===== src/rtl/core/pcewma_ram.sv =====
// Generic single-write, single-read RAM with a registered read port.
// Depends on nothing; used for the cohort average store.
`default_nettype none

module pcewma_ram #(
	parameter int WIDTH = 64,
	parameter int DEPTH = 64
) (
	input  wire logic                     clk,
	input  wire logic                     we,
	input  wire logic [$clog2(DEPTH)-1:0] waddr,
	input  wire logic [WIDTH-1:0]         wdata,
	input  wire logic                     re,
	input  wire logic [$clog2(DEPTH)-1:0] raddr,
	output logic      [WIDTH-1:0]         rdata
);

	logic [WIDTH-1:0] mem_q [DEPTH];

	// Write port and registered read port.
	always_ff @(posedge clk) begin
		if (we) begin
			mem_q[waddr] <= wdata;
		end
		if (re) begin
			rdata <= mem_q[raddr];
		end
	end

endmodule

`default_nettype wire


===== config.mk =====
export PLATFORM = sky130hd
export DESIGN_NAME = pcewma_ram
export DESIGN_NICKNAME = d
export VERILOG_FILES = /design/src/rtl/core/pcewma_ram.sv
export SDC_FILE = /design/constraint.sdc
export NUM_CORES = 2
export LEC_CHECK = 0
export ABC_CLOCK_PERIOD_IN_PS = 6900
export BUFFER_PORTS_ARGS = -buffer_cell sky130_fd_sc_hd__buf_2
export CAP_MARGIN = 20
export CORE_MARGIN = 1.5
export CORE_UTILIZATION = 58
export CTS_BUF_LIST = sky130_fd_sc_hd__clkbuf_8
export CTS_CLUSTER_DIAMETER = 40
export DETAILED_ROUTE_END_ITERATION = 10
export PLACE_DENSITY = 0.78
export SKIP_LAST_GASP = 1
export SYNTH_ARGS = -nofsm -noshare
export SYNTH_HDL_FRONTEND = slang
export SYNTH_SLANG_ARGS = --single-unit
export TNS_END_PERCENT = 10

===== constraint.sdc =====
create_clock -name clk -period 6.9 [get_ports clk]
set_input_delay 1.035 -clock clk [delete_from_list [all_inputs] [get_ports clk]]
set_output_delay 1.035 -clock clk [all_outputs]
set_load 0.02 [all_outputs]

==> flow_summary.json <==
{
  "r2r_start": "mem_q[13][30]",
  "status": "complete, no violations",
  "finalCritPeriodShare_pct": 48.9,
  "core_um2": 269000,
  "yosys_warnings": 0,
  "syn2layout_area_growth_pct": 11.4,
  "syn_area_per_cell_um2": 23.8,
  "drive_above_1_share_pct": 29.3,
  "cts_buffers": 636,
  "synth.area.mux_share_pct": 15.6,
  "crit_arrival_ns": 4.03,
  "cp.required_ns": 7.55,
  "critPathMaxStageDelay_ns": 1.03,
  "tns_ns": 0,
  "clkTransAtPathRegs_ns": 0.07,
  "rsz0062_at_grt": "no",
  "synth_edf_count": 4160,
  "synth_compound_area_share_pct": 2.47,
  "seq_area_um2": 125000,
  "fill_cells": 16100,
  "vias_per_cell": 6.97,
  "synth-xor-area-share_pct": 0,
  "wirelength_um": 411000,
  "ctsHoldBuffers": 0,
  "fmax_mhz": 296,
  "dr.first_iter.drc_count": 12600,
  "max_cap_viol_count": 0,
  "power_density_nw_per_um2": 282,
  "hold_class": "in -> reg",
  "cp_max_fo": 50,
  "cp_cell_sequence": "buf_2 -> nor2b_1 -> nand2_1 -> nor2_4 -> buf_4",
  "drc": 0,
  "design_power_total_w": 0.0493,
  "setup_viol": 0,
  "finalHoldViolCount": 0,
  "initial_core_util_pct": 58.4,
  "seq_area_frac_synth_pct": 79.6,
  "slew_violations": 0,
  "cts_tree": "done",
  "firstDrtPassIters": 6,
  "grt_overflow": 0,
  "ant_nets": 0,
  "globalRouteTotalUtil_pct": 30.3,
  "worstSetupEndpointType": "flop",
  "wl_per_cell_um": 36.4,
  "die_y_um": 523,
  "numClockSinks": 4160,
  "io_pins": 143,
  "worstHoldPathCells": 1,
  "cts_setup_buffers": 0,
  "tightestPinTransition_ns": 1.23,
  "ys_types": 32,
  "hold_slack_ns": 0.252,
  "synth-adder-area-share_pct": 0,
  "min_period_ns": 3.37,
  "root_buffer": "clkbuf_8",
  "multi_input_area_um2": 30800,
  "yosys.area_share.simple_pct": 1.23,
  "ys.flop_type": "edfxtp_1",
  "hpwl_um": 214000,
  "grt_max_degree": 108,
  "synth_seq_cells": 4160,
  "grt_pass1_vias": 79000,
  "rows": 190,
  "route.vias.total": 78600,
  "layout_commonest_cell": "edfxtp_1",
  "peakVddDrop_mv": 0.252,
  "synth_nets": 6677,
  "relSlewSlack_pct": 18.1,
  "clk_latency_ns": 1.11,
  "cp-start-kind": "input port",
  "setup_ws_ns": 3.53,
  "place_congestion": 0.836,
  "synth_top_family_by_area": "multiplexers",
  "skew_ns": 0.106,
  "grt_pass1_wl_um": 579000,
  "antenna_found_initial": 24,
  "synthCells": 6598,
  "p_leak_nw": 55.2,
  "die_width_um": 523,
  "io_buffers": 142,
  "h-tree-depth": 6,
  "async_flop_share_pct": 0,
  "cts_resized": 0,
  "nets": 7296,
  "reg2reg_depth": 5,
  "worstHoldStart": "wdata[55]",
  "netlist_area_um2": 157000,
  "dp_slack_ns": 2.55,
  "setup.worst_path.start": "we",
  "dieArea_um2": 274000,
  "crit_type": "in -> reg",
  "cts_buffer_depth": 4,
  "slowest_stage": "buf_4",
  "layout_common_cells": "4160 x edfxtp_1, 1024 x mux4_2, 644 x clkbuf_8"
}
## synthesized netlist by cell type (all sizes together), types with 19 or more instances
master | number | area [µm²]
nor2 | 112 | 420
nand3 | 45 | 225
nand2 | 58 | 218
clkbuf | 140 | 526
edfxtp | 4160 | 125000
a211oi | 63 | 473
a41oi | 26 | 228
buf | 230 | 1250
nor2b | 28 | 175
a22oi | 168 | 1260
a22o | 88 | 771
or3 | 29 | 181
a2bb2oi | 19 | 166
or2 | 28 | 175
mux4 | 1024 | 23100
o221ai | 38 | 333
o22ai | 83 | 519
mux2i | 135 | 1350
inv | 19 | 71.3
and3 | 64 | 400
## through the flow
stage	area (µm²)	instances	util (%)
floorplan	157000	6598	-
global placement	163000	10100	60.6
detailed placement	163000	10100	60.7
CTS	175000	11200	65.0
global route	175000	11300	65.1
finish	175000	11300	65.1
## report_power, final
group | switching [W] | internal [W] | leakage (nW)
Combinational | 0.00150 | 0.000868 | 11.1
Clock | 0.00952 | 0.00928 | 6.61
Sequential | 0.000111 | 0.0280 | 37.5
## area by class of cell
cell class	count	area share [%]
Timing Repair Buffer	351	1.80
Tap cell	3552	2.54
Sequential cell	4160	71.4
Antenna cell	20	0.0286
Inverter	19	0.0408
Clock inverter	480	1.52
Clock buffer	644	5.07
Multi-Input combinational cell	2049	17.6
## worst paths after layout
kind	slack, ns	to
min reg2reg	0.92	rdata[44]
max reg2reg	4.49	rdata[30]
min	0.25	mem_q[44][55]
max	3.53	mem_q[34][46]
## state kept, by name, indices dropped and copies added (netlist names)
name	cells
rdata	64
mem_q	4096
## critical path, delay by kind of cell
kind | cells | cell delay, ns
and+or+nand+nor | 3 | 1.70
buffers and inverters | 2 | 1.18
## routing by layer
layer  GRT usage, %  vias up  routed length, µm
li1               -    29900                  -
met1           41.6    41200             140000
met5              0        -                108
met3           7.40     1051              57100
met4           12.9       18              18000
met2           47.0     6470             195000
## kinds of logic (layout without fill, tap and decap cells)
kind of cell	after synthesis	in the layout
flip-flops	4160	4160
buffers and inverters	389	1494
AO/OA/AOI/OAI	504	504
multiplexers	1159	1159
other	0	20
AND/OR/NAND/NOR	386	386
No activity file was read; power rests on OpenSTA's default activity.
